===== config.mk =====
export PLATFORM = sky130hd
export DESIGN_NAME = csml_ram
export DESIGN_NICKNAME = d
export VERILOG_FILES = /design/src/csml_ram.sv
export SDC_FILE = /design/constraint.sdc
export NUM_CORES = 1
export LEC_CHECK = 0
export ABC_AREA = 1
export BUFFER_PORTS_ARGS = -buffer_cell sky130_fd_sc_hd__buf_4
export CORE_MARGIN = 1
export CORE_UTILIZATION = 50
export CTS_CLUSTER_DIAMETER = 200
export DETAILED_ROUTE_END_ITERATION = 10
export GPL_ROUTABILITY_DRIVEN = 0
export MAX_ROUTING_LAYER = met4
export PLACE_DENSITY = 0.67
export SETUP_SLACK_MARGIN = 0.4
export SLEW_MARGIN = 40
export SYNTH_ARGS = -nofsm -noshare
export SYNTH_HDL_FRONTEND = slang
export SYNTH_SLANG_ARGS = --single-unit

===== constraint.sdc =====
create_clock -name clk_i -period 1.2 [get_ports clk_i]
set_input_delay 0.12 -clock clk_i [delete_from_list [all_inputs] [get_ports clk_i]]
set_output_delay 0.12 -clock clk_i [all_outputs]
set_load 0.1 [all_outputs]

===== src/csml_ram.sv =====
// Generic single write port, single read port RAM with registered read.
// No dependencies.
module csml_ram #(
  parameter int WIDTH = 8,
  parameter int DEPTH = 16
) (
  input  logic                                  clk_i,
  input  logic                                  we_i,
  input  logic [((DEPTH > 1) ? $clog2(DEPTH) : 1)-1:0] waddr_i,
  input  logic [WIDTH-1:0]                      wdata_i,
  input  logic [((DEPTH > 1) ? $clog2(DEPTH) : 1)-1:0] raddr_i,
  output logic [WIDTH-1:0]                      rdata_o
);
  logic [WIDTH-1:0] mem [DEPTH];
  logic [WIDTH-1:0] rdata_q;

  always_ff @(posedge clk_i) begin
    if (we_i) mem[waddr_i] <= wdata_i;
    rdata_q <= mem[raddr_i];
  end

  assign rdata_o = rdata_q;
endmodule


==> results of run 1 <==
[cells in the final DEF (no fill, tap or decap), drive strengths merged]
cell type / instances
nor2: 17
edfxtp: 128
buf: 44
clkinv: 6
clkinvlp: 2
nand2: 173
dfxtp: 8
bufinv: 4
inv: 102
clkbuf: 20
nand3b: 2
nand3: 97
[per-layer routing]
metal | up-vias | track usage, % | share of wire (%) | routed length [um]
li1 | 1856 | - | - | -
met1 | 1873 | 32.7 | 43 | 5620
met2 | 168 | 36.3 | 48 | 6280
met3 | 31 | 6.28 | 7.2 | 949
met4 | 0 | 11.0 | 2.7 | 359
met5 | - | - | 0 | 0
[worst paths after layout]
path	endpoint	start	slack [ps]	cells after the start
max	rdata_o[0]	rdata_o[0]	140	1
min	rdata_o[7]	raddr_i[3]	50	3
max reg2reg	rdata_o[4]	mem[4][4]	170	6
min reg2reg	rdata_o[4]	mem[14][4]	660	6
[timing repair]
| action | in CTS | in global routing |
|---|---|---|
| pin swaps | 31 | 35 |
| hold buffers | 0 | 0 |
| endpoints found under the setup margin | 16 | 16 |
| gates resized for setup | 55 | 34 |
[layout make-up]
| cell class | instances | area share, % |
|---|---|---|
| clock buffers | 20 | 6.22 |
| repair buffers | 44 | 6.72 |
| inverters | 102 | 5.27 |
| clock inverters | 12 | 2.35 |
| flip-flops and latches | 136 | 54.7 |
| multi-input cells | 289 | 22.3 |
| well taps | 140 | 2.39 |
[through the flow]
step	cell area [um2]	hold slack [ps]	setup WS (ps)
floorplan	5930	219	206
detailed placement	6310	458	6.93
finish	7340	47.2	138
global placement	6310	456	11.2
global route	7340	37.1	113
CTS	7190	33.7	129
[power by group]
group	switching, mW	total, mW	internal [mW]
sequential	0.0475	5.37	5.32
combinational	0.773	1.14	0.371
clock	1.90	5.48	3.58
total	2.73	12.0	9.27
[cell families (layout without fill, tap and decap cells)]
group | count (synthesis) | count (layout) | share of synthesized area, %
buffers and inverters | 126 | 178 | 9.52
AND/OR/NAND/NOR | 289 | 289 | 21.0
flip-flops | 136 | 136 | 69.4
[registers in the layout, indices dropped and copies added, names as in the netlist]
signal,cells
rdata_o,8
mem,128
[worst register-to-register path, cell delays in order, from the launching register on]
cell      delay [ps]
edfxtp_1         390
inv_1            110
nand2_1           80
nand3_2           80
nand3_2          100
nand3_2          110
nand2_1           60
==> flow_summary.json, run 1 <==
{
  "synth_async_sr_flop_share_pct": 0,
  "ir_worst_vdd_uv": 830,
  "drive_above_1_share_pct": 29.0,
  "placed_cells": 711,
  "p_per_area_mw_per_mm2": 1630,
  "fin_util_pct": 66.5,
  "fin_crit_sh_pct": 88.5,
  "drcViolationCount": 0,
  "finalPower_mw": 12.0,
  "grt_pass1_wl_um": 20300,
  "rows": 38,
  "critical_path_required_ps": 1080,
  "cts_made_buffers": 17,
  "synth_area_leaders": "edfxtp_1 (67%), nand2_1 (11%), nand3_1 (8.4%)",
  "yosysWarnings": 0,
  "period_minus_slack_ps": 1060,
  "crit_buf_inv": 1,
  "antenna_cells": 0,
  "via_count": 3928,
  "n_fill_cell": 803,
  "synth-edff-count": 128,
  "cts_tree": "yes",
  "clock_skew_ps": 7.90,
  "clk_path_buf_depth": 2,
  "synth_fp_nets": 569,
  "via_per_inst": 5.29,
  "slowest_delay_ps": 350,
  "die_width_um": 109,
  "end_kind": "output port",
  "grt_max_degree": 54,
  "hp-class": "input pin to flop",
  "cp_cell_sequence": "buf_12",
  "fmax_mhz": 941,
  "antenna_found_initial": 0,
  "mappedNetlistArea_mm2": 0.00577,
  "cpLargestDelayFamily": "flip-flops",
  "setup_viol": 0,
  "drv_slew": 0,
  "cts_sinks": 136,
  "io_pins": 26,
  "cap_violations": 0,
  "syn_to_final_growth_pct": 27.2,
  "overflow": 0,
  "hold_viol_final": 0,
  "setup.worst_path.class": "flop to output port",
  "htreeDepth": 4,
  "yosysMostFrequentCell": "nand2_1",
  "synth_seq_area_share_pct": 69.4,
  "fp.dieH_um": 109,
  "cp.arrival_ps": 940,
  "grt_pass1_vias": 3822,
  "max_slew.worst_pin.slew_ps": 427,
  "synth_commonest_cells": "nand2_1 (173), edfxtp_1 (128), inv_1 (100)",
  "start_util_pct": 52.3,
  "insertion_delay_ps": 410,
  "yosysTopAreaCell": "edfxtp_1",
  "clk_pin_slew_worst_paths_ps": 60,
  "multi_input_area_mm2": 0.00164,
  "yosysUniqueCellTypes": 12,
  "ys_ff_latch": 136,
  "post_cts_buffers": 0,
  "synthCells": 551,
  "dp_hpwl_um": 8000,
  "fin_nets": 608,
  "cts_root_buffer": "clkbuf_16",
  "crit_fanout": 1,
  "finalSetupTns_ps": 0,
  "first_pass_iters": 7,
  "synth_top_area_share_pct": 66.7,
  "post_layout_nonfiller_instances": 743,
  "drtAntennaViolNets": 0,
  "relSlewSlack_pct": 71.5,
  "synth_ff_type": "edfxtp_1",
  "drt_wl_total_um": 13200,
  "cellLeakagePower_nw": 3.12,
  "slowest_stage": "dfxtp_2",
  "rsz0062_at_grt": "true",
  "cp-start-kind": "flop",
  "seqCellArea_mm2": 0.00401,
  "avgSynthCellArea_um2": 10.5,
  "grt_usage_pct": 24.7,
  "dieArea_mm2": 0.0120,
  "drt-initial-drc-count": 308,
  "port_buffers": 25,
  "outcome": "complete, no violations",
  "wl_per_cell_um": 17.8,
  "coreArea_mm2": 0.0110
}
Note: power is estimated with default switching activity, not from simulation.
==> run 2: changes to the inputs <==
Settings changed: PLACE_DENSITY 0.67 to 0.74.
==> run 2 against run 1 <==
First-iteration DRC count grew 19%. Register-to-register slack improved by 70 ps. Worst setup slack better by 11 ps. Clock skew shrank 0.70 ps. Sequential power about the same. Cell area is 1.4% lower. Total power fell by 6.8%. Final cell count fell by 0.27%. Sequential share of layout area increased by 0.80 points. Non-clock buffer count decreased by 2. Largest cell class unchanged. Critical path depth is the same.
==> flow_summary.json, run 2 (synthesis results as in run 1) <==
{
  "cts_tree": "yes",
  "relSlewSlack_pct": 72.1,
  "slowest_delay_ps": 340,
  "critical_path_required_ps": 1080,
  "cp-start-kind": "flop",
  "multi_input_area_mm2": 0.00164,
  "wl_per_cell_um": 17.4,
  "crit_fanout": 1,
  "hold_viol_final": 0,
  "cellLeakagePower_nw": 3.07,
  "dp_hpwl_um": 7610,
  "die_width_um": 109,
  "p_per_area_mw_per_mm2": 1550,
  "holdBufCountCts": 0,
  "antenna_cells": 0,
  "end_kind": "output port",
  "grt_pass1_vias": 3783,
  "cpLargestDelayFamily": "flip-flops",
  "cts_made_buffers": 17,
  "p_seq_share_pct": 48.0,
  "rr_worst_depth": 6,
  "setup.worst_path.class": "flop to output port",
  "overflow": 0,
  "p_comb_share_pct": 10.1,
  "final_cell_mix": "nand2_1 (163), edfxtp_1 (128), inv_1 (93), nand3_2 (57), nand3_1 (39)",
  "fmax_mhz": 951,
  "power.internal_mw": 8.59,
  "first_pass_iters": 5,
  "dieArea_mm2": 0.0120,
  "fin_nets": 606,
  "cp.arrival_ps": 930,
  "syn_to_final_growth_pct": 25.4,
  "fin_util_pct": 65.6,
  "p_sw_mw": 2.58,
  "insertion_delay_ps": 420,
  "cp-startpoint": "rdata_o[6]",
  "largest-register": "mem",
  "setup_viol": 0,
  "reg2reg_to": "rdata_o[5]",
  "htreeDepth": 4,
  "rows": 38,
  "finalPower_mw": 11.2,
  "seqCellArea_mm2": 0.00401,
  "cts_root_buffer": "clkbuf_16",
  "rr_startpoint": "mem[10][5]",
  "fin_crit_sh_pct": 87.6,
  "clkPwrFrac_pct": 41.8,
  "drcViolationCount": 0,
  "clock_skew_ps": 7.20,
  "start_util_pct": 52.3,
  "final_common_cell": "nand2_1",
  "cp_cell_sequence": "buf_12",
  "grt_max_degree": 65,
  "grt_pass1_wl_um": 19800,
  "period_minus_slack_ps": 1050,
  "rsz0062_at_grt": "true",
  "fp.dieH_um": 109,
  "hp-class": "input pin to flop",
  "grt_usage_pct": 24.4,
  "drv_slew": 0,
  "drt-initial-drc-count": 366,
  "hold_path.startpoint": "raddr_i[3]",
  "coreArea_mm2": 0.0110,
  "port_buffers": 25,
  "crit_buf_inv": 1,
  "cap_violations": 0,
  "clk_pin_slew_worst_paths_ps": 60,
  "cp_num_cells": 1,
  "reg2reg_slack_ps": 240,
  "clk_path_buf_depth": 2,
  "slowest_stage": "dfxtp_2",
  "whs_path_depth": 3,
  "drive_above_1_share_pct": 28.1,
  "drtAntennaViolNets": 0,
  "crit_path_end": "rdata_o[6]",
  "via_count": 3929,
  "io_pins": 26,
  "cts_sinks": 136,
  "via_per_inst": 5.30,
  "n_fill_cell": 769,
  "ir_worst_vdd_uv": 989,
  "switching_share_pct": 23.1,
  "max_slew.worst_pin.slew_ps": 418,
  "outcome": "complete, no violations",
  "drt_wl_total_um": 12900,
  "antenna_found_initial": 0,
  "largest_register_ff_count": 128
}
-- run 2: metrics by stage --
step                      hold WS (ps)  cells  setup slack [ps]  TNS [ps]  area, um2
final                             46.1    741               149         0       7230
after global routing              48.4    741               127         0       7230
after CTS                         29.6    741               127         0       7120
after detailed placement           450    709             -11.2      -115       6290
after global placement             457    709              26.9         0       6290
after floorplan                    219    551               206         0       5930
-- run 2: final cells by class --
class	instances	share of cell area [%]
clock buffer	29	7.20
multi-input combinational	289	22.7
timing repair buffer	42	6.66
tap	140	2.42
inverter	102	5.35
clock inverter	3	0.208
sequential	136	55.5
-- run 2: worst min-delay path by stage --
stage,to
floorplan,mem[0][0]
global placement,rdata_o[3]
detailed placement,rdata_o[6]
CTS,rdata_o[6]
global route,rdata_o[6]
finish,rdata_o[6]
-- run 2: timing repair --
action	4_1_cts	5_1_grt
setup buffers	0	0
endpoints found under the setup margin	16	18
resized for setup	62	29
pin swaps	18	24
-- run 2: layer usage --
layer,part of all wire (%),GRT usage [%],up-vias
met5,0,-,-
met4,3.3,12.7,0
met3,7.0,5.39,38
met2,50,38.1,179
met1,39,30.1,1868
li1,-,-,1844
-- run 2: power groups by stage --
stage               Clock, mW  Combinational (mW)  Sequential, mW
floorplan                   0               0.414            5.67
global placement            0               0.947            5.44
detailed placement          0               0.959            5.45
CTS                      4.69                1.10            5.37
global route             4.89                1.20            5.38
finish                   4.67                1.13            5.37
-- run 2: worst reg2reg max path, cell delays in order, from the launching register on --
cell and delay (ps):
edfxtp_1 380, inv_1 70, nand2_1 70, nand3_2 70, nand3_2 100, nand3_2 100
nand2_2 60
