### config.mk
export PLATFORM = sky130hd
export DESIGN_NAME = csml_fifo
export DESIGN_NICKNAME = d
export VERILOG_FILES = /design/src/csml_fifo.sv
export SDC_FILE = /design/constraint.sdc
export NUM_CORES = 1
export LEC_CHECK = 0
export ABC_AREA = 0
export BUFFER_PORTS_ARGS = -buffer_cell sky130_fd_sc_hd__buf_4
export CAP_MARGIN = 15
export CORE_MARGIN = 8
export CORE_UTILIZATION = 40
export CTS_CLUSTER_DIAMETER = 120
export DETAILED_ROUTE_END_ITERATION = 10
export PLACE_DENSITY = 0.62
export SLEW_MARGIN = 15
export SYNTH_ARGS = -nofsm -noshare
export SYNTH_HDL_FRONTEND = slang
export SYNTH_SLANG_ARGS = --single-unit
### constraint.sdc
create_clock -name clk_i -period 1.84 [get_ports clk_i]
set_input_delay 0.276 -clock clk_i [delete_from_list [all_inputs] [get_ports clk_i]]
set_output_delay 0.276 -clock clk_i [all_outputs]
set_load 0.005 [all_outputs]
### src/csml_fifo.sv
// Small register FIFO used for the job queue and the result queue.
// No dependencies.
module csml_fifo #(
  parameter int WIDTH = 8,
  parameter int DEPTH = 2
) (
  input  logic             clk_i,
  input  logic             rst_ni,
  input  logic             push_i,
  input  logic [WIDTH-1:0] data_i,
  output logic             full_o,
  input  logic             pop_i,
  output logic             empty_o,
  output logic [WIDTH-1:0] data_o
);
  localparam int AW = (DEPTH > 1) ? $clog2(DEPTH) : 1;

  logic [WIDTH-1:0] mem_q [DEPTH];
  logic [AW-1:0]    wp_q, wp_d, rp_q, rp_d;
  logic [AW:0]      cnt_q, cnt_d;
  logic             do_push, do_pop;

  assign full_o  = cnt_q == (AW + 1)'(DEPTH);
  assign empty_o = cnt_q == '0;
  assign data_o  = mem_q[rp_q];
  assign do_push = push_i && !full_o;
  assign do_pop  = pop_i && !empty_o;

  always_comb begin
    wp_d  = wp_q;
    rp_d  = rp_q;
    cnt_d = cnt_q;
    if (do_push) wp_d = (wp_q == AW'(DEPTH - 1)) ? '0 : wp_q + 1'b1;
    if (do_pop) rp_d = (rp_q == AW'(DEPTH - 1)) ? '0 : rp_q + 1'b1;
    if (do_push && !do_pop) cnt_d = cnt_q + 1'b1;
    else if (do_pop && !do_push) cnt_d = cnt_q - 1'b1;
  end

  always_ff @(posedge clk_i or negedge rst_ni) begin
    if (!rst_ni) begin
      wp_q  <= '0;
      rp_q  <= '0;
      cnt_q <= '0;
    end else begin
      wp_q  <= wp_d;
      rp_q  <= rp_d;
      cnt_q <= cnt_d;
    end
  end

  always_ff @(posedge clk_i) begin
    if (do_push) mem_q[wp_q] <= data_i;
  end
endmodule

==> impl_metrics.prom <==
# TYPE chip_impl_metric gauge
chip_impl_metric{name="antenna_violations_before_repair",unit=""} 0
chip_impl_metric{name="clock_sinks",unit=""} 20
chip_impl_metric{name="clock_insertion_delay_worst_skew",unit="ns"} 0.29
chip_impl_metric{name="crit_required",unit="ns"} 1.56
chip_impl_info{name="cts_tree",value="built"} 1
chip_impl_metric{name="maxCapViolations",unit=""} 0
chip_impl_metric{name="yosysSeqAreaShare",unit="%"} 74.2
chip_impl_metric{name="gr-total-overflow",unit=""} 0
chip_impl_metric{name="cellPowerDensity",unit="mW/mm2"} 1410
chip_impl_metric{name="dieArea",unit="mm2"} 0.00363
chip_impl_metric{name="post_synthesis_net_count",unit=""} 57
chip_impl_metric{name="floorplan.die.width",unit="um"} 60.2
chip_impl_metric{name="drt-vias-per-instance",unit=""} 4.39
chip_impl_metric{name="power_report.internal_total",unit="W"} 0.00102
chip_impl_metric{name="yosysTopAreaCellShare",unit="%"} 61.4
chip_impl_metric{name="adder_and_majority_gate_portion_of_the_synthesized_area",unit="%"} 1.60
chip_impl_info{name="rsz0062_at_grt",value="false"} 1
chip_impl_metric{name="ctsHoldBuffers",unit=""} 1
chip_impl_metric{name="crit_fanout",unit=""} 9
chip_impl_metric{name="postSynth.asyncResetShare",unit="%"} 20.0
chip_impl_metric{name="timing.reg2reg.worst_path_depth",unit=""} 6
chip_impl_metric{name="switching_share",unit="%"} 29.3
chip_impl_metric{name="avg_cell_area_syn",unit="um2"} 17.8
chip_impl_metric{name="postSynthCellCount",unit=""} 44
chip_impl_metric{name="max_ir_drop_vdd",unit="V"} 0.000721
chip_impl_info{name="cp-end-kind",value="output port"} 1
chip_impl_metric{name="first_iter_violations",unit=""} 1
chip_impl_info{name="combinational_family_with_the_most_area_after_synthesis",value="multiplexers"} 1
chip_impl_info{name="worstReg2RegStart",value="cnt_q[0]$_DFFE_PN0P_"} 1
chip_impl_metric{name="io_pins",unit=""} 22
chip_impl_info{name="min_to",value="mem_q[0][2]$_DFFE_PP_"} 1
chip_impl_metric{name="detailed_placement_hpwl",unit="um"} 967
chip_impl_metric{name="clock_power_share",unit="%"} 14.0
chip_impl_metric{name="nets",unit=""} 85
chip_impl_metric{name="power.share.sequential",unit="%"} 50.9
chip_impl_metric{name="ctsResizeCount",unit=""} 0
chip_impl_metric{name="antenna_violating_nets_post_route",unit=""} 0
chip_impl_metric{name="post_drt_wl_per_cell",unit="um"} 12.9
chip_impl_metric{name="number_of_setup_buffers_added_after_cts",unit=""} 0
chip_impl_info{name="rr_endpoint",value="cnt_q[1]$_DFFE_PN0P_"} 1
chip_impl_metric{name="crit_arrival",unit="ns"} 1.42
chip_impl_info{name="hold_path.class",value="in2reg"} 1
chip_impl_info{name="synth_largest_area_cell",value="sky130_fd_sc_hd__edfxtp_1"} 1
chip_impl_metric{name="max-slew-margin-rel",unit="%"} 72.5
chip_impl_metric{name="synth.ff_latch_count",unit=""} 20
chip_impl_metric{name="rows",unit=""} 16
chip_impl_info{name="timing.critical_path.from_type",value="flip-flop"} 1
chip_impl_metric{name="hold_violations",unit=""} 0
chip_impl_metric{name="comb_power_share",unit="%"} 35.1
chip_impl_metric{name="shortest_period_the_worst_path_allows",unit="ns"} 1.70
chip_impl_metric{name="first_global_vias",unit=""} 490
chip_impl_metric{name="worst_clock_skew",unit="ns"} 0.00189
chip_impl_metric{name="wirelength",unit="mm"} 1.26
chip_impl_info{name="synthMostInstantiatedCell",value="sky130_fd_sc_hd__edfxtp_1"} 1
chip_impl_metric{name="globalRouteTotalUtil",unit="%"} 8.50
chip_impl_metric{name="totalNegativeSetupSlack",unit="ns"} 0
chip_impl_metric{name="switch_pwr",unit="W"} 0.000422
chip_impl_metric{name="worst-r2r-setup-slack",unit="ns"} 0.37
chip_impl_metric{name="synth_enable_flop_cells",unit=""} 16
chip_impl_metric{name="report.final.setup_viol",unit=""} 0
chip_impl_metric{name="vertical_die_dimension",unit="um"} 60.2
chip_impl_metric{name="routabilityCongestion",unit=""} 0.665
chip_impl_metric{name="cts-htree-levels",unit=""} 1
chip_impl_metric{name="share_of_synthesized_area_spent_on_multiplexers",unit="%"} 11.5
chip_impl_metric{name="clk_pin_slew_worst_paths",unit="ns"} 0.10
chip_impl_info{name="outcome",value="complete, no violations"} 1
chip_impl_metric{name="drt_drc_violations_left",unit=""} 0
chip_impl_info{name="synth.area.top_cells",value="sky130_fd_sc_hd__edfxtp_1 61%, sky130_fd_sc_hd__dfrtp_1 13%, sky130_fd_sc_hd__mux2_1 8.6%, sky130_fd_sc_hd__mux2_2 2.9%, sky130_fd_sc_hd__xnor2_1 2.2%"} 1
chip_impl_metric{name="drt_pass1_iterations",unit=""} 2
chip_impl_metric{name="numPortBuffers",unit=""} 21
chip_impl_metric{name="floorplan.initialDensity",unit="%"} 41.1
chip_impl_metric{name="post_synth_and_or_nand_nor_area_fraction",unit="%"} 3.84
chip_impl_metric{name="final_util",unit="%"} 53.6
chip_impl_metric{name="antenna_cells_inserted",unit=""} 0
chip_impl_metric{name="worst_slew_pin_slew",unit="ns"} 0.413
chip_impl_metric{name="clock_tree.buffer_depth",unit=""} 2
chip_impl_metric{name="yosys.area_share.xor_xnor",unit="%"} 6.56
chip_impl_info{name="crit_type",value="reg2out"} 1
chip_impl_metric{name="syn-cell-area",unit="um2"} 782
chip_impl_metric{name="layout-drive-gt1-share",unit="%"} 42.3
chip_impl_info{name="hp-start",value="data_i[2]"} 1
chip_impl_info{name="post_synth_most_frequent_cells",value="16 x sky130_fd_sc_hd__edfxtp_1, 6 x sky130_fd_sc_hd__mux2_1, 4 x sky130_fd_sc_hd__dfrtp_1"} 1
chip_impl_metric{name="placeableCoreArea",unit="mm2"} 0.00190
chip_impl_metric{name="synth_cell_types",unit=""} 15
chip_impl_metric{name="area_added_between_synthesis_and_finish",unit="%"} 30.4
chip_impl_metric{name="grt_start_max_net_pins",unit=""} 12
chip_impl_info{name="ys_dominant_reg_cell",value="sky130_fd_sc_hd__edfxtp_1"} 1
chip_impl_info{name="cts_root_buffer",value="sky130_fd_sc_hd__clkbuf_4"} 1
chip_impl_metric{name="final.period_utilization",unit="%"} 92.4
chip_impl_metric{name="cts-buffers-inserted",unit=""} 3
chip_impl_metric{name="hold_path_depth",unit=""} 1
chip_impl_metric{name="max_slew_violation_total_from_the_final_report",unit=""} 0
chip_impl_metric{name="first_pass_grt_wire_length",unit="mm"} 2.19
chip_impl_metric{name="power.leakage",unit="nW"} 0.421
chip_impl_metric{name="yosys_warnings",unit=""} 0
chip_impl_metric{name="synth-compound-area-share",unit="%"} 0.640
chip_impl_metric{name="fmax",unit="MHz"} 588
chip_impl_metric{name="total_via_count_after_detailed_routing",unit=""} 430
-- per-layer routing --
| layer | track usage [%] | share of wire [%] |
|---|---|---|
| met3 | 3.01 | 7.3 |
| met4 | 6.12 | 3.0 |
| met1 | 8.65 | 41 |
| met2 | 14.0 | 49 |
| met5 | 0 | 0 |
-- registers in the layout (all words and copies together), names as in the netlist --
name / cells
cnt_q: 2
mem_q: 16
rp_q: 1
wp_q: 1
-- kinds of logic (layout without fill, tap and decap cells) --
| group | count (synthesis) | in the layout |
|---|---|---|
| muxes | 8 | 8 |
| AOI/OAI and AO/OA | 1 | 1 |
| xor gates and xnor gates | 5 | 5 |
| adders and majority gates | 1 | 1 |
| DFF | 20 | 20 |
| buffers and inverters | 3 | 30 |
| and+or+nand+nor | 6 | 6 |
-- layout by cell type (no fill, tap or decap), types with 2 or more instances in the layout --
master,count
sky130_fd_sc_hd__edfxtp_1,16
sky130_fd_sc_hd__mux2_2,2
sky130_fd_sc_hd__buf_4,23
sky130_fd_sc_hd__dfrtp_1,4
sky130_fd_sc_hd__xnor2_1,2
sky130_fd_sc_hd__clkbuf_4,3
sky130_fd_sc_hd__inv_1,2
sky130_fd_sc_hd__nor2_1,3
sky130_fd_sc_hd__mux2_1,6
sky130_fd_sc_hd__xor2_1,2
-- worst max-delay path, stage by stage (launching register included) --
cell and delay (ns):
sky130_fd_sc_hd__dfrtp_1 0.61, sky130_fd_sc_hd__mux2_2 0.39, sky130_fd_sc_hd__buf_4 0.14
-- worst max-delay path by stage --
| stage | from | endpoint |
|---|---|---|
| 2_1_floorplan | cnt_q[0]$_DFFE_PN0P_ | mem_q[0][0]$_DFFE_PP_ |
| 3_3_place_gp | cnt_q[0]$_DFFE_PN0P_ | cnt_q[1]$_DFFE_PN0P_ |
| 3_5_place_dp | cnt_q[0]$_DFFE_PN0P_ | cnt_q[1]$_DFFE_PN0P_ |
| 4_1_cts | rp_q$_DFFE_PN0P_ | data_o[2] |
| 5_1_grt | rp_q$_DFFE_PN0P_ | data_o[2] |
| 6_report | rp_q$_DFFE_PN0P_ | data_o[2] |
-- power by group through the flow --
stage | sequential (W) | combinational, W | clock (W)
after floorplan | 0.000689 | 0.000317 | 0
after global placement | 0.000743 | 0.000506 | 0
after detailed placement | 0.000747 | 0.000518 | 0
after CTS | 0.000739 | 0.000518 | 0.000211
after global routing | 0.000757 | 0.000562 | 0.000235
final | 0.000733 | 0.000506 | 0.000202
-- stage by stage --
step	setup slack, ns	area (um2)	total power [W]	cells	hold WS (ns)
floorplan	0.448	782	0.00101	44	-0.0196
global placement	0.408	983	0.00125	93	0.0755
detailed placement	0.362	983	0.00127	93	0.0746
CTS	0.0985	1020	0.00147	98	0.151
global route	0.0306	1020	0.00155	98	0.136
finish	0.140	1020	0.00144	98	0.160
-- final cells by class --
cell class,count,area (um2)
flip-flops and latches,20,581
clock buffers,3,22.5
inverters,2,7.51
multi-input cells,21,189
repair buffers,24,183
well taps,27,33.8
clock inverters,1,3.75
fillers,168,882
Power figures use the tool's default switching activity.
