`config.mk`:
```
export PLATFORM = sky130hd
export DESIGN_NAME = csml_front
export DESIGN_NICKNAME = d
export VERILOG_FILES = /design/src/csml_pkg.sv /design/src/csml_front.sv
export SDC_FILE = /design/constraint.sdc
export NUM_CORES = 1
export LEC_CHECK = 0
export BUFFER_PORTS_ARGS = -buffer_cell sky130_fd_sc_hd__buf_2
export CORE_ASPECT_RATIO = 0.7
export CORE_UTILIZATION = 56
export DETAILED_ROUTE_END_ITERATION = 16
export PLACE_DENSITY = 0.79
export SLEW_MARGIN = 40
export SYNTH_ARGS = -nofsm -noshare
export SYNTH_HDL_FRONTEND = slang
export SYNTH_SLANG_ARGS = --single-unit
```
`constraint.sdc`:
```
create_clock -name clk_i -period 7.29 [get_ports clk_i]
set_clock_uncertainty 0.2 [all_clocks]
set_input_delay 1.458 -clock clk_i [delete_from_list [all_inputs] [get_ports clk_i]]
set_output_delay 1.458 -clock clk_i [all_outputs]
set_load 0.01 [all_outputs]
```
`src/csml_pkg.sv`:
```
// Shared types, codes and byte helpers for the caseless string map.
// No dependencies.
package csml_pkg;

  localparam logic [1:0] KIND_INSERT = 2'd0;
  localparam logic [1:0] KIND_LOOKUP = 2'd1;
  localparam logic [1:0] KIND_CLEAR  = 2'd2;

  localparam logic [2:0] STAT_DONE  = 3'd0;
  localparam logic [2:0] STAT_FOUND = 3'd1;
  localparam logic [2:0] STAT_MISS  = 3'd2;
  localparam logic [2:0] STAT_FULL  = 3'd3;
  localparam logic [2:0] STAT_LONG  = 3'd4;

  localparam int          LEN_W     = 9;
  localparam logic [31:0] HASH_SEED = 32'd5381;
  localparam logic [7:0]  COLON     = 8'h3A;
  localparam logic [7:0]  UPPER_A   = 8'h41;
  localparam logic [7:0]  ALPHA_SPAN = 8'd25;
  localparam logic [7:0]  CASE_OFF  = 8'd32;

  typedef struct packed {
    logic [1:0] kind;
    logic [7:0] data_byte;
    logic       last;
  } in_item_t;

  typedef struct packed {
    logic [2:0] status;
    logic [7:0] value_byte;
    logic       value_valid;
    logic       run_end;
  } out_item_t;

  typedef struct packed {
    logic [1:0]       kind;
    logic             cmode;
    logic             colon;
    logic             over;
    logic             bank;
    logic [LEN_W-1:0] len;
    logic [LEN_W-1:0] kpos;
    logic [31:0]      hash;
  } job_t;

  function automatic logic [7:0] fold(input logic [7:0] b);
    logic [7:0] c;
    c = b - UPPER_A;
    if (c <= ALPHA_SPAN) c = c + CASE_OFF;
    return c;
  endfunction

  function automatic logic [31:0] hash_step(input logic [31:0] h, input logic [7:0] b);
    return ((h << 5) + h) ^ {24'd0, fold(b)};
  endfunction

endpackage

```
`src/csml_front.sv`:
```
// Front end: assembles entry and key bytes, hashes them and queues jobs.
// Depends on csml_pkg.
module csml_front
  import csml_pkg::*;
#(
  parameter int KEY_MAX   = 32,
  parameter int VALUE_MAX = 32
) (
  input  logic     clk_i,
  input  logic     rst_ni,
  input  logic     push_i,
  input  in_item_t item_i,
  output logic     full_o,
  input  logic     cfg_we_i,
  input  logic     cfg_wdata_i,
  input  logic     hold_i,
  input  logic     job_full_i,
  output logic     job_push_o,
  output job_t     job_o,
  output logic     pwe_o,
  output logic [$clog2(2 * (KEY_MAX + VALUE_MAX + 1))-1:0] pwaddr_o,
  output logic [7:0] pwdata_o
);
  localparam int PEND = KEY_MAX + VALUE_MAX + 1;
  localparam int PAW  = $clog2(2 * PEND);
  localparam int LW   = $clog2(PEND + 1);

  logic          cmode_q, active_q, over_q, colon_q, bank_q;
  logic [1:0]    kind_q;
  logic [LW-1:0] len_q, kpos_q;
  logic [31:0]   hall_q, hkey_q;

  logic          accept, is_data, drop, room;
  logic          colon0, over0, colon1, over1;
  logic [LW-1:0] len0, kpos0, len1, kpos1;
  logic [31:0]   hall0, hkey0, hall1, hkey1;
  logic          is_colon;

  assign full_o   = job_full_i || hold_i;
  assign accept   = push_i && !full_o;
  assign is_data  = (item_i.kind == KIND_INSERT) || (item_i.kind == KIND_LOOKUP);
  assign drop     = active_q && (kind_q != item_i.kind);
  assign is_colon = item_i.data_byte == COLON;

  always_comb begin
    len0   = drop ? '0 : len_q;
    kpos0  = drop ? '0 : kpos_q;
    colon0 = drop ? 1'b0 : colon_q;
    over0  = drop ? 1'b0 : over_q;
    hall0  = drop ? HASH_SEED : hall_q;
    hkey0  = drop ? HASH_SEED : hkey_q;
    room   = len0 < LW'(PEND);
    colon1 = colon0 || is_colon;
    over1  = over0 || !room;
    len1   = room ? len0 + 1'b1 : len0;
    hall1  = room ? hash_step(hall0, item_i.data_byte) : hall0;
    hkey1  = (room && !colon1) ? hash_step(hkey0, item_i.data_byte) : hkey0;
    kpos1  = (room && !colon0 && is_colon) ? len0 : kpos0;
  end

  assign pwe_o    = accept && is_data && room;
  assign pwaddr_o = bank_q ? PAW'(PEND) + PAW'(len0) : PAW'(len0);
  assign pwdata_o = item_i.data_byte;

  assign job_push_o = accept && ((item_i.kind == KIND_CLEAR) || (is_data && item_i.last));

  always_comb begin
    job_o.kind  = item_i.kind;
    job_o.cmode = cmode_q;
    job_o.colon = colon1;
    job_o.over  = over1;
    job_o.bank  = bank_q;
    job_o.len   = LEN_W'(len1);
    job_o.kpos  = LEN_W'(kpos1);
    job_o.hash  = ((item_i.kind == KIND_INSERT) && cmode_q) ? hkey1 : hall1;
  end

  always_ff @(posedge clk_i or negedge rst_ni) begin
    if (!rst_ni) begin
      cmode_q  <= 1'b1;
      active_q <= 1'b0;
      kind_q   <= KIND_INSERT;
      len_q    <= '0;
      kpos_q   <= '0;
      over_q   <= 1'b0;
      colon_q  <= 1'b0;
      hall_q   <= HASH_SEED;
      hkey_q   <= HASH_SEED;
      bank_q   <= 1'b0;
    end else begin
      if (cfg_we_i) cmode_q <= cfg_wdata_i;
      if (accept && (item_i.kind == KIND_CLEAR || (is_data && item_i.last))) begin
        active_q <= 1'b0;
        kind_q   <= KIND_INSERT;
        len_q    <= '0;
        kpos_q   <= '0;
        over_q   <= 1'b0;
        colon_q  <= 1'b0;
        hall_q   <= HASH_SEED;
        hkey_q   <= HASH_SEED;
        bank_q   <= !bank_q;
      end else if (accept && is_data) begin
        active_q <= 1'b1;
        kind_q   <= item_i.kind;
        len_q    <= len1;
        kpos_q   <= kpos1;
        over_q   <= over1;
        colon_q  <= colon1;
        hall_q   <= hall1;
        hkey_q   <= hkey1;
      end
    end
  end
endmodule

```
==> metrics.md <==
| Metric | Value |
|---|---|
| Gate count of the mapped netlist | 1363 |
| Core Region | 0.0172 mm² |
| Residual DRC count | 0 |
| Maximum vdd drop | 0.000141 V |
| Antenna Nets Post-Route | 0 |
| Worst EP arrival | 5.39 ns |
| Avg Cell Area, Syn | 7.23 µm² |
| Fmax | 142 MHz |
| Final net count | 1395 |
| Grt ovf | 0 |
| CP bufs+invs | 3 |
| Total power draw | 2.53 mW |
| Stages on the worst setup path | 18 |
| First-pass GRT wire length | 52.0 mm |
| Setup TNS after final layout | 0 ns |
| Launch point of the worst reg-to-reg path | kind_q[0] |
| Max Cap Violations | 0 |
| Placed wire-length estimate | 22.9 mm |
| # IOs | 93 |
| Final period util | 0.967 |
| Wire per inst | 20.7 µm |
| Synth area leader | dfrtp_1 |
| Crit path cell chain | buf_2 -> xor2_2 -> o21ai_4 -> buf_4 -> and2_1 -> ha_1 -> o21ai_0 -> a211oi_1 -> o211ai_1 -> a41oi_1 -> a41oi_2 -> o31ai_1 -> maj3_2 -> nand2_1 -> mux2_2 -> a221oi_1 -> o21ai_1 -> buf_2 |
| R2r worst-path depth | 17 |
| Max-slew violations | 0 |
| Asr flop ratio synth | 1.00 |
| Later-pin clock latency in the skew report | 0.36 ns |
| Sequential fraction of the synthesis area | 0.217 |
| Post-Route WL | 33.0 mm |
| Initial Utilization | 0.574 |
| Worst-margin pin slew | 0.827 ns |
| Yosys top cell area share | 0.188 |
| Post-route minimum period | 7.05 ns |
| Synth Register Bits | 85 |
| 1st-pass router iterations | 5 |
| Slowest cell on crit path | xor2_2 |
| Max_slew headroom | 0.445 |
| Final number of setup-violating endpoints | 0 |
| Critical Path Most Common Cell | buf_2 |
| # rows | 40 |
| Delay-heaviest family, CP | compound AO/OA/AOI/OAI gates |
| CP Launch Type | input pin |
| Critical Path End Type | primary output |
| Filler cells | 1566 |
| # diodes | 0 |
| Largest net degree at the start of global routing | 73 |
| Die Wd | 161 µm |
| Global-route usage over all layers | 0.363 |
| WHS Path Cells | 1 |
| Dominant synthesized flop cell | dfrtp_1 |
| Most numerous cell in the Yosys netlist | nand2_1 |
| Chip height | 113 µm |
| Placement Cell Area | 0.0103 mm² |
| Clk pin slew, worst setup/hold paths | 0.06 ns |
| Buffers on Ports | 88 |
| Hold Fails Final Rpt | 0 |
| Area contributors post-synth | dfrtp_1 (19%), nand2_1 (5.6%), o21ai_0 (5.5%) |
| CP Data Required Time | 5.63 ns |
| Hold WC Path Type | reg -> reg |
| Post-synthesis cell type count | 86 |
| Commonest cells post-synth | nand2_1 (147), nor2_1 (142), o21ai_0 (108) |
| Vias per inst | 6.75 |
| RSZ-0062 raised after global routing | no |
| Post-route cell area | 0.0107 mm² |
| YS warnings | 0 |
| Worst reg2reg path endpoint | hkey_q[25] |
| Post-synthesis instance area | 0.00986 mm² |
| Worst Hold Path EP | kpos_q[6] |
| Flop2flop setup slack | 2.99 ns |
| GPL Wtd Cong | 0.997 |
| Clk root buf | clkbuf_16 |
| Crit Path Class | in -> out |
| Number of global-route vias before repair | 9607 |
| Power Density | 237 mW/mm² |
| Slowest stage delay, CP | 0.36 ns |
| Clk buf depth | 2 |
| Placed Cells | 1573 |
| Area Growth Syn to Fin | 8.11% |
| Leakage | 4.69 nW |
| CTS Sinks | 85 |
| Via count | 10800 |
| Status | completed |
| Post-synth EDFFs | 0 |
| CTS tree | yes |
| Initial DRC Count | 1364 |
| Layout cell share with drive strength beyond 1 | 0.156 |
| TritonCTS Buffers | 9 |
| H-tree depth | 3 |
| Hold Crit Start | kpos_q[6] |
| Die area | 0.0181 mm² |
| Crit path max fanout | 7 |
| Initial antenna violation count | 0 |
| Final cell count without fillers | 1592 |
==> report_power, final <==
group / total, mW / internal [mW] / switching, mW
sequential: 0.760 / 0.537 / 0.222
clock: 0.529 / 0.320 / 0.209
combinational: 1.24 / 0.510 / 0.731
total: 2.53 / 1.37 / 1.16
==> routing by layer <==
metal	wire (µm)	GRT usage	part of all wire
met1	14200	0.517	0.43
met2	13800	0.529	0.42
met3	3980	0.0850	0.12
met4	1020	0.143	0.031
met5	0	0	0
==> kinds of logic after synthesis <==
kind of cell | Yosys count | share of synthesized area
and+or+nand+nor | 487 | 0.233
AOI/OAI and AO/OA | 442 | 0.297
buffers and inverters | 171 | 0.0787
xor gates and xnor gates | 102 | 0.0906
DFF | 85 | 0.217
adders and majority gates | 38 | 0.0443
muxes | 37 | 0.0390
other | 1 | 0.000380
==> flip-flops by register name (all words and copies together) (netlist names) <==
register,flops
active_q,1
bank_q,1
cmode_q,1
colon_q,1
hall_q,32
hkey_q,32
kind_q,2
kpos_q,7
len_q,7
over_q,1
==> layout make-up <==
class / count / area [µm²] / area share
Multi-Input combinational cell: 1111 / 7040 / 0.661
Sequential cell: 85 / 2140 / 0.201
Timing Repair Buffer: 125 / 762 / 0.0715
Tap cell: 231 / 289 / 0.0271
Clock buffer: 11 / 253 / 0.0237
Inverter: 24 / 90.1 / 0.00845
Clock inverter: 5 / 81.3 / 0.00763
==> how the worst max path moves through the flow <==
stage	from	end	slack, ns
after CTS	item_i[9]	job_o[26]	0.24
final	item_i[9]	job_o[26]	0.24
after detailed placement	item_i[9]	job_o[26]	0.28
after global routing	item_i[9]	job_o[27]	0.009
after floorplan	item_i[10]	job_o[31]	0.02
after global placement	item_i[9]	job_o[26]	0.33
==> layout by cell type (no fill, tap or decap), types with 14 or more instances in the layout <==
master,n
o21ai_0,108
and2_1,31
nand2_1,146
a31oi_1,33
nor2_1,139
nand3_1,33
ha_1,21
o21ai_1,14
dfrtp_1,74
maj3_1,14
xnor2_1,51
buf_4,34
buf_2,87
mux2i_1,26
inv_1,24
xor2_1,49
nor3_1,39
a21oi_1,106
a22o_1,26
o22ai_1,16
==> per-stage QoR <==
stage	utilization	hold WS [ns]	worst slack, ns
2_1_floorplan	-	0.242	0.0191
3_3_place_gp	0.598	0.280	0.333
3_5_place_dp	0.599	0.286	0.277
4_1_cts	0.618	0.306	0.244
5_1_grt	0.621	0.328	0.00917
6_report	0.621	0.307	0.239
==> what timing repair did <==
item                       in CTS  in global routing
hold buffers                    0                  0
gates resized for setup         0                  2
setup buffers                   0                  2
setup endpoints to repair       0                  5
Note: power is estimated with default switching activity, not from simulation.
